--- config.mk ---
export PLATFORM = sky130hd
export DESIGN_NAME = fct_ctrl
export DESIGN_NICKNAME = d
export VERILOG_FILES = /design/src/hw/rtl/fct_pkg.sv /design/src/hw/rtl/fct_ctrl.sv
export SDC_FILE = /design/constraint.sdc
export NUM_CORES = 1
export LEC_CHECK = 0
export BUFFER_PORTS_ARGS = -buffer_cell sky130_fd_sc_hd__buf_2
export CAP_MARGIN = 20
export CORE_MARGIN = 2
export CORE_UTILIZATION = 51
export DETAILED_ROUTE_END_ITERATION = 8
export GPL_TIMING_DRIVEN = 0
export PLACE_DENSITY = 0.77
export SYNTH_ARGS = -nofsm -noshare
export SYNTH_HDL_FRONTEND = slang
export SYNTH_SLANG_ARGS = --single-unit
--- constraint.sdc ---
create_clock -name i_clk -period 1.35 [get_ports i_clk]
set_clock_uncertainty 0.1 [all_clocks]
set_input_delay 0 -clock i_clk [delete_from_list [all_inputs] [get_ports i_clk]]
set_output_delay 0 -clock i_clk [all_outputs]
set_load 0.02 [all_outputs]
--- src/hw/rtl/fct_pkg.sv ---
// ----------------------------------------------------------------------------
// fct_pkg
// Shared types, codes and constants of the flow cache with timeouts.
// ----------------------------------------------------------------------------
package fct_pkg;

    localparam int FC_ENTRIES  = 1024;
    localparam int ACT_W       = 6;
    localparam int INACT_W     = 10;
    localparam int CFG_IDX_W   = 2;
    localparam int CFG_DATA_W  = 10;
    localparam int IN_DATA_W   = 160;
    localparam int OUT_DATA_W  = 240;
    localparam int SEC_PER_MIN = 60;
    localparam int ACT_MUL_W   = 12;

    localparam logic [ACT_W-1:0]   ACT_RESET   = ACT_W'(30);
    localparam logic [INACT_W-1:0] INACT_RESET = INACT_W'(15);

    localparam logic [CFG_IDX_W-1:0] CFG_ACTIVE   = 2'd0;
    localparam logic [CFG_IDX_W-1:0] CFG_INACTIVE = 2'd1;

    localparam logic CMD_PACKET = 1'b0;
    localparam logic CMD_TICK   = 1'b1;

    localparam logic [2:0] KIND_HIT   = 3'd0;
    localparam logic [2:0] KIND_NEW   = 3'd1;
    localparam logic [2:0] KIND_DROP  = 3'd2;
    localparam logic [2:0] KIND_INACT = 3'd3;
    localparam logic [2:0] KIND_ACT   = 3'd4;

    localparam logic [3:0] OP_NONE      = 4'd0;
    localparam logic [3:0] OP_LOAD      = 4'd1;
    localparam logic [3:0] OP_SCAN_RD   = 4'd2;
    localparam logic [3:0] OP_SCAN_NEXT = 4'd3;
    localparam logic [3:0] OP_HIT_A     = 4'd4;
    localparam logic [3:0] OP_HIT_B     = 4'd5;
    localparam logic [3:0] OP_HIT_C     = 4'd6;
    localparam logic [3:0] OP_ALLOC_RD  = 4'd7;
    localparam logic [3:0] OP_ALLOC     = 4'd8;
    localparam logic [3:0] OP_LINK      = 4'd9;
    localparam logic [3:0] OP_DROP      = 4'd10;
    localparam logic [3:0] OP_EXP_INACT = 4'd11;
    localparam logic [3:0] OP_TICK_RD2  = 4'd12;
    localparam logic [3:0] OP_EXP_ACT   = 4'd13;
    localparam logic [3:0] OP_EMIT_HOLD = 4'd14;
    localparam logic [3:0] OP_EMIT_REC  = 4'd15;

    typedef struct packed {
        logic [31:0] src;
        logic [31:0] dst;
        logic [15:0] sport;
        logic [15:0] dport;
        logic [7:0]  proto;
    } t_key;

    typedef struct packed {
        logic [7:0]  flags;
        logic [31:0] pkts;
        logic [31:0] octs;
        logic [31:0] first;
        logic [31:0] last;
    } t_ent;

    typedef struct packed {
        logic [2:0] kind;
        t_key       key;
        t_ent       ent;
    } t_rec;

    typedef struct packed {
        logic [3:0] op;
        logic       last;
    } t_cmd;

    typedef struct packed {
        logic match;
        logic cur_zero;
        logic full;
        logic inact_exp;
        logic act_exp;
        logic out_free;
    } t_sts;

endpackage

--- src/hw/rtl/fct_ctrl.sv ---
// ----------------------------------------------------------------------------
// fct_ctrl
// Sequencer of the flow cache: walks lookup, update, allocation, expiry
// and record output one step per cycle, holding while a record waits on the output.
// ----------------------------------------------------------------------------
module fct_ctrl (
    input  logic          i_clk,
    input  logic          i_rst_n,
    input  logic          i_in_valid,
    input  logic          i_in_cmd,
    output logic          o_in_ready,
    input  fct_pkg::t_sts i_sts,
    output fct_pkg::t_cmd o_cmd
);
    import fct_pkg::*;

    localparam logic [3:0] ST_IDLE     = 4'd0;
    localparam logic [3:0] ST_SCAN_CHK = 4'd1;
    localparam logic [3:0] ST_SCAN_CMP = 4'd2;
    localparam logic [3:0] ST_HIT_B    = 4'd3;
    localparam logic [3:0] ST_HIT_C    = 4'd4;
    localparam logic [3:0] ST_MISS     = 4'd5;
    localparam logic [3:0] ST_ALLOC    = 4'd6;
    localparam logic [3:0] ST_LINK     = 4'd7;
    localparam logic [3:0] ST_EMIT     = 4'd8;
    localparam logic [3:0] ST_T_CMP1   = 4'd9;
    localparam logic [3:0] ST_T_RD2    = 4'd10;
    localparam logic [3:0] ST_T_CMP2   = 4'd11;
    localparam logic [3:0] ST_T_EMIT1  = 4'd12;
    localparam logic [3:0] ST_T_EMIT2  = 4'd13;

    logic [3:0] r_state, n_state;
    logic       r_exp1, n_exp1;
    logic       r_exp2, n_exp2;

    assign o_in_ready = (r_state == ST_IDLE);

    always_comb begin
        n_state   = r_state;
        n_exp1    = r_exp1;
        n_exp2    = r_exp2;
        o_cmd.op   = OP_NONE;
        o_cmd.last = 1'b1;
        case (r_state)
            ST_IDLE: begin
                if (i_in_valid) begin
                    o_cmd.op = OP_LOAD;
                    n_state  = (i_in_cmd == CMD_TICK) ? ST_T_CMP1 : ST_SCAN_CHK;
                end
            end
            ST_SCAN_CHK: begin
                if (i_sts.cur_zero) begin
                    n_state = ST_MISS;
                end else begin
                    o_cmd.op = OP_SCAN_RD;
                    n_state  = ST_SCAN_CMP;
                end
            end
            ST_SCAN_CMP: begin
                if (i_sts.match) begin
                    o_cmd.op = OP_HIT_A;
                    n_state  = ST_HIT_B;
                end else begin
                    o_cmd.op = OP_SCAN_NEXT;
                    n_state  = ST_SCAN_CHK;
                end
            end
            ST_HIT_B: begin
                o_cmd.op = OP_HIT_B;
                n_state  = ST_HIT_C;
            end
            ST_HIT_C: begin
                o_cmd.op = OP_HIT_C;
                n_state  = ST_EMIT;
            end
            ST_MISS: begin
                if (i_sts.full) begin
                    o_cmd.op = OP_DROP;
                    n_state  = ST_EMIT;
                end else begin
                    o_cmd.op = OP_ALLOC_RD;
                    n_state  = ST_ALLOC;
                end
            end
            ST_ALLOC: begin
                o_cmd.op = OP_ALLOC;
                n_state  = ST_LINK;
            end
            ST_LINK: begin
                o_cmd.op = OP_LINK;
                n_state  = ST_EMIT;
            end
            ST_EMIT: begin
                o_cmd.op = OP_EMIT_REC;
                if (i_sts.out_free) begin
                    n_state = ST_IDLE;
                end
            end
            ST_T_CMP1: begin
                n_exp1 = i_sts.inact_exp;
                if (i_sts.inact_exp) begin
                    o_cmd.op = OP_EXP_INACT;
                end
                n_state = ST_T_RD2;
            end
            ST_T_RD2: begin
                o_cmd.op = OP_TICK_RD2;
                n_state  = ST_T_CMP2;
            end
            ST_T_CMP2: begin
                n_exp2 = i_sts.act_exp;
                if (i_sts.act_exp) begin
                    o_cmd.op = OP_EXP_ACT;
                end
                n_state = ST_T_EMIT1;
            end
            ST_T_EMIT1: begin
                if (r_exp1) begin
                    o_cmd.op   = OP_EMIT_HOLD;
                    o_cmd.last = !r_exp2;
                    if (i_sts.out_free) begin
                        n_state = ST_T_EMIT2;
                    end
                end else begin
                    n_state = ST_T_EMIT2;
                end
            end
            ST_T_EMIT2: begin
                if (r_exp2) begin
                    o_cmd.op = OP_EMIT_REC;
                    if (i_sts.out_free) begin
                        n_state = ST_IDLE;
                    end
                end else begin
                    n_state = ST_IDLE;
                end
            end
            default: begin
                n_state = ST_IDLE;
            end
        endcase
    end

    always_ff @(posedge i_clk) begin
        if (!i_rst_n) begin
            r_state <= ST_IDLE;
            r_exp1  <= 1'b0;
            r_exp2  <= 1'b0;
        end else begin
            r_state <= n_state;
            r_exp1  <= n_exp1;
            r_exp2  <= n_exp2;
        end
    end

endmodule

After elaboration in Yosys (flattened, before gate mapping)

Index checks and enable logic that the tools add are counted.

Register bits after elaboration: 6

Multiplexer cells: 20
Reduce and logical (&&, ||, !) cells: 4
Equal/unequal tests: 15

Operators by type and width:

| operator           | number |
|---|---|
| $pmux 4 s14        | 1 |
| $pmux 4 s13        | 1 |
| $mux 4             | 11 |
| $eq 4x4->1 const B | 6 |
| $eq 4x3->1 const B | 4 |
| $eq 4x2->1 const B | 2 |
| $mux 3             | 2 |
| $mux 5             | 1 |
| $eq 4x1->1 const B | 1 |
| $logic_not 4->1    | 1 |
| $mux 2             | 2 |
| $ne 3x3->1 const B | 1 |
| $mux 1             | 2 |
| $ne 2x2->1 const B | 1 |
| $reduce_and 2->1   | 1 |
| $reduce_or 2->1    | 1 |
| $logic_not 1->1    | 1 |

Logic depth before layout (Yosys ltp)

Depth after elaboration: 3
Depth in mapped cells: 5
Mapped depth without buffers: 4

Worst setup path after synthesis

OpenSTA, ideal clock, no wires.

Path type: register to register
Start: register r_state[1]
End: register r_state[0]
Setup time: 0.128 ns
Arrival time: 1.111 ns
Buffers on the path: 1
Stages on the path, launching flop included: 6
Required time: 1.122 ns
Slack: 0.011 ns
Path through: dfxtp_1 -> buf_6 -> nor4_4 -> nand2b_1 -> nand3_1 -> a311oi_1

Longest elaborated chain between the ends: 3
Elaborated cells on any way between the ends: 19
Classes of those cells: eq/ne: 15; mux: 1; reduce/logical: 3

Ends and longest elaborated chain:

| element                           | line            | RTL |
|---|---|---|
| start: declaration                | fct_ctrl.sv:32  | `logic [3:0] r_state, n_state;` |
| start signal: assignment          | fct_ctrl.sv:150 | `r_state <= n_state;` |
| $logic_not 4->1 (*)               | -               |  |
| named net o_in_ready              | fct_ctrl.sv:11  | `output logic o_in_ready,` |
| $ne 2x2->1 (no source line)       | -               |  |
| $reduce_and 2->1 (no source line) | -               |  |

The timed path passes the listed nets; every way through them passes the cells marked *.
A chain may end at the register's enable or synchronous reset.

==> run_results.csv <==
group,metric,value,unit
status,status,"finished with violations",
status,violations,"negative setup slack",
clocking,cts_sinks,6,
layout,drive_gt1_share,43.44,%
timing,hold_viol_final,0,
grt,grt_max_degree,11,
worst_setup_path,worst-endpoint-required,1.25,ns
layout,instances_no_fill,137,
die,start_util,52.66,%
timing,setup_violations,8,
timing,period_share,124.2,%
placed_design,dp_cells,121,
logic_synthesis,synthArstFlopShare,0,%
layout,regArea,128.9,sq um
power,power.leakage,0.4164,nW
drt,drt_iter0_drc,38,
layout,multi_input_area,524.3,sq um
timing,rsz0062_at_grt,"true",
logic_synthesis,synth-seq-area-share,17.98,%
layout,syn_to_final_growth,47.19,%
grt,antenna_found_initial,0,
clocking,path_clk_slew,0.04,ns
drt,vias,880,
timing,relSlewSlack,79.42,%
clocking,cts_tree,"built",
layout,nets,134,
placed_design,dpl_worst_slack,-0.09859,ns
power,p_per_area,2127,nW/um^2
timing,timing.final.crit_period,1.676,ns
timing,worst_slack,-0.3263,ns
drt,drcViolationCount,0,
hold_path,hold_class,"input pin to flop",
grt,grt_util_all_layers,26.66,%
timing,fmax,596.6,MHz
layout,fillCellCount,91,
timing,slew_viol_final,0,
logic_synthesis,yosysWarnings,0,
placed_design,port_buffers,15,
worst_setup_path,crit_path_end_kind,"output port",
die,pin_count,16,
drt,viasPerCell,6.423,
drt,wirelength,2199,um
grt,grt_pass1_wl,2932,um
clocking,htree_levels,1,
clocking,cts_made_buffers,3,
logic_synthesis,synth_cell_types,37,
hold_path,min_from,"i_sts[4]",
logic_synthesis,avgSynthCellArea,7.342,sq um
die,rows,13,
power,p_total,2.092,mW
power,ir_drop,1.113,mV
die,die_w,40.20,um
clocking,insertion_delay,0.25,ns
die,fp.coreArea,1269,sq um
worst_setup_path,path_class,"flop to output port",
worst_setup_path,critical_path_arrival,1.58,ns
logic_synthesis,synth_area,668.1,sq um
timing,tightest_slew,0.3064,ns
clocking,cts_root_buffer,"clkbuf_4",
timing,whs,0.01053,ns
worst_setup_path,r2r_start,"r_state[3]",
logic_synthesis,synth.net_count,101,
clocking,cts.path.max_buffers,2,
drt,dr.pass1.iters,4,
layout,final_cell_mix,"11 x buf_4, 11 x buf_2, 9 x nor2_1, 7 x a21oi_1, 7 x nand3_1",
logic_synthesis,synth_ff_type,"dfxtp_1",
worst_setup_path,crit_path_start,"r_state[3]",
grt,grt_pass1_vias,649,
flow_run,max_cap_viol_count,0,
drt,wl_per_cell,16.05,um
placed_design,dpl.hpwl,1293,um
worst_setup_path,cp-start-kind,"flop",
grt,grt_overflow,0,
layout,antennaDiodeCount,0,
die,die_area,1616,sq um
layout,fin_area,983.4,sq um
layout,final_core_util,77.51,%
worst_setup_path,worstPathMaxFanout,8,
logic_synthesis,postSynthCellCount,91,
logic_synthesis,synth_edf_count,0,
die,die_h,40.20,um
placed_design,placed_cell_area,762.0,sq um
drt,antenna_left,0,
timing,fin_tns_setup,-1.056,ns
placed_design,place_congestion,0.9223,
logic_synthesis,synth-seq-cells,6,
[routing by layer]
metal  vias up  global-route usage, %  routed length [um]
met5         -                      0                   0
met4         0                  2.500                  56
met3        10                  8.333                 195
met2        68                  41.53                1071
met1       401                  37.09                 876
li1        401                      -                   -
[timing repair]
item | 4_1_cts | 5_1_grt
gates resized for setup | 18 | 7
hold endpoints to repair | 6 | 0
pin swaps | 7 | 4
setup buffers | 7 | 1
cloned | 0 | 0
hold buffers | 5 | 0
setup endpoints to repair | 10 | 9
[critical path, stage by stage, from the launching register on]
cell,delay [ns]
dfxtp_2,0.32
buf_6,0.13
buf_4,0.14
nor3b_1,0.29
a31o_1,0.17
a22oi_1,0.07
nand3_1,0.10
buf_6,0.12
[layout make-up]
| cell class | instances | share of cell area (%) |
|---|---|---|
| plain buffers | 6 | 6.870 |
| clock buffers | 3 | 2.290 |
| inverters | 5 | 1.908 |
| multi-input cells | 74 | 53.31 |
| flip-flops and latches | 6 | 13.10 |
| well taps | 15 | 1.908 |
| repair buffers | 28 | 20.61 |
[registers in the layout, summed over array words and instances (netlist names)]
signal	flops
r_state	4
r_exp1	1
r_exp2	1
[Yosys cell counts (all sizes together) (2+ instances only)]
cell type  count  share of area, %
and3           2               1.9
nor4           2               4.1
a21oi          7               5.2
o21ai          9               6.7
nand2          7               5.1
buf            6               9.2
o221ai         2               2.6
nand2b         3               2.8
nor3b          2               2.2
inv            5               2.8
dfxtp          6                18
o31a           2               2.6
nor2          10               6.0
nand3          9               6.7
nor2b          4               4.9
[final timing paths]
check                     to  slack, ns  cells after the start
setup reg to reg  r_state[0]      -0.04                      6
hold / removal    r_state[0]       0.01                      3
hold reg to reg       r_exp1       0.47                      2
setup / recovery    o_cmd[4]      -0.33                      7
[where the power goes]
group	internal, mW	leakage [nW]	switching [mW]
Clock	0.100	0.0138	0.0626
Combinational	0.741	0.352	0.875
Sequential	0.240	0.0507	0.0726
[cell families after synthesis]
group                  after synthesis  synth area share, %
AOI/OAI and AO/OA                   30                30.53
muxes                                1                1.498
buffers and inverters               11                11.98
and+or+nand+nor                     43                38.01
DFF                                  6                17.98
No activity file was read; power rests on OpenSTA's default activity.
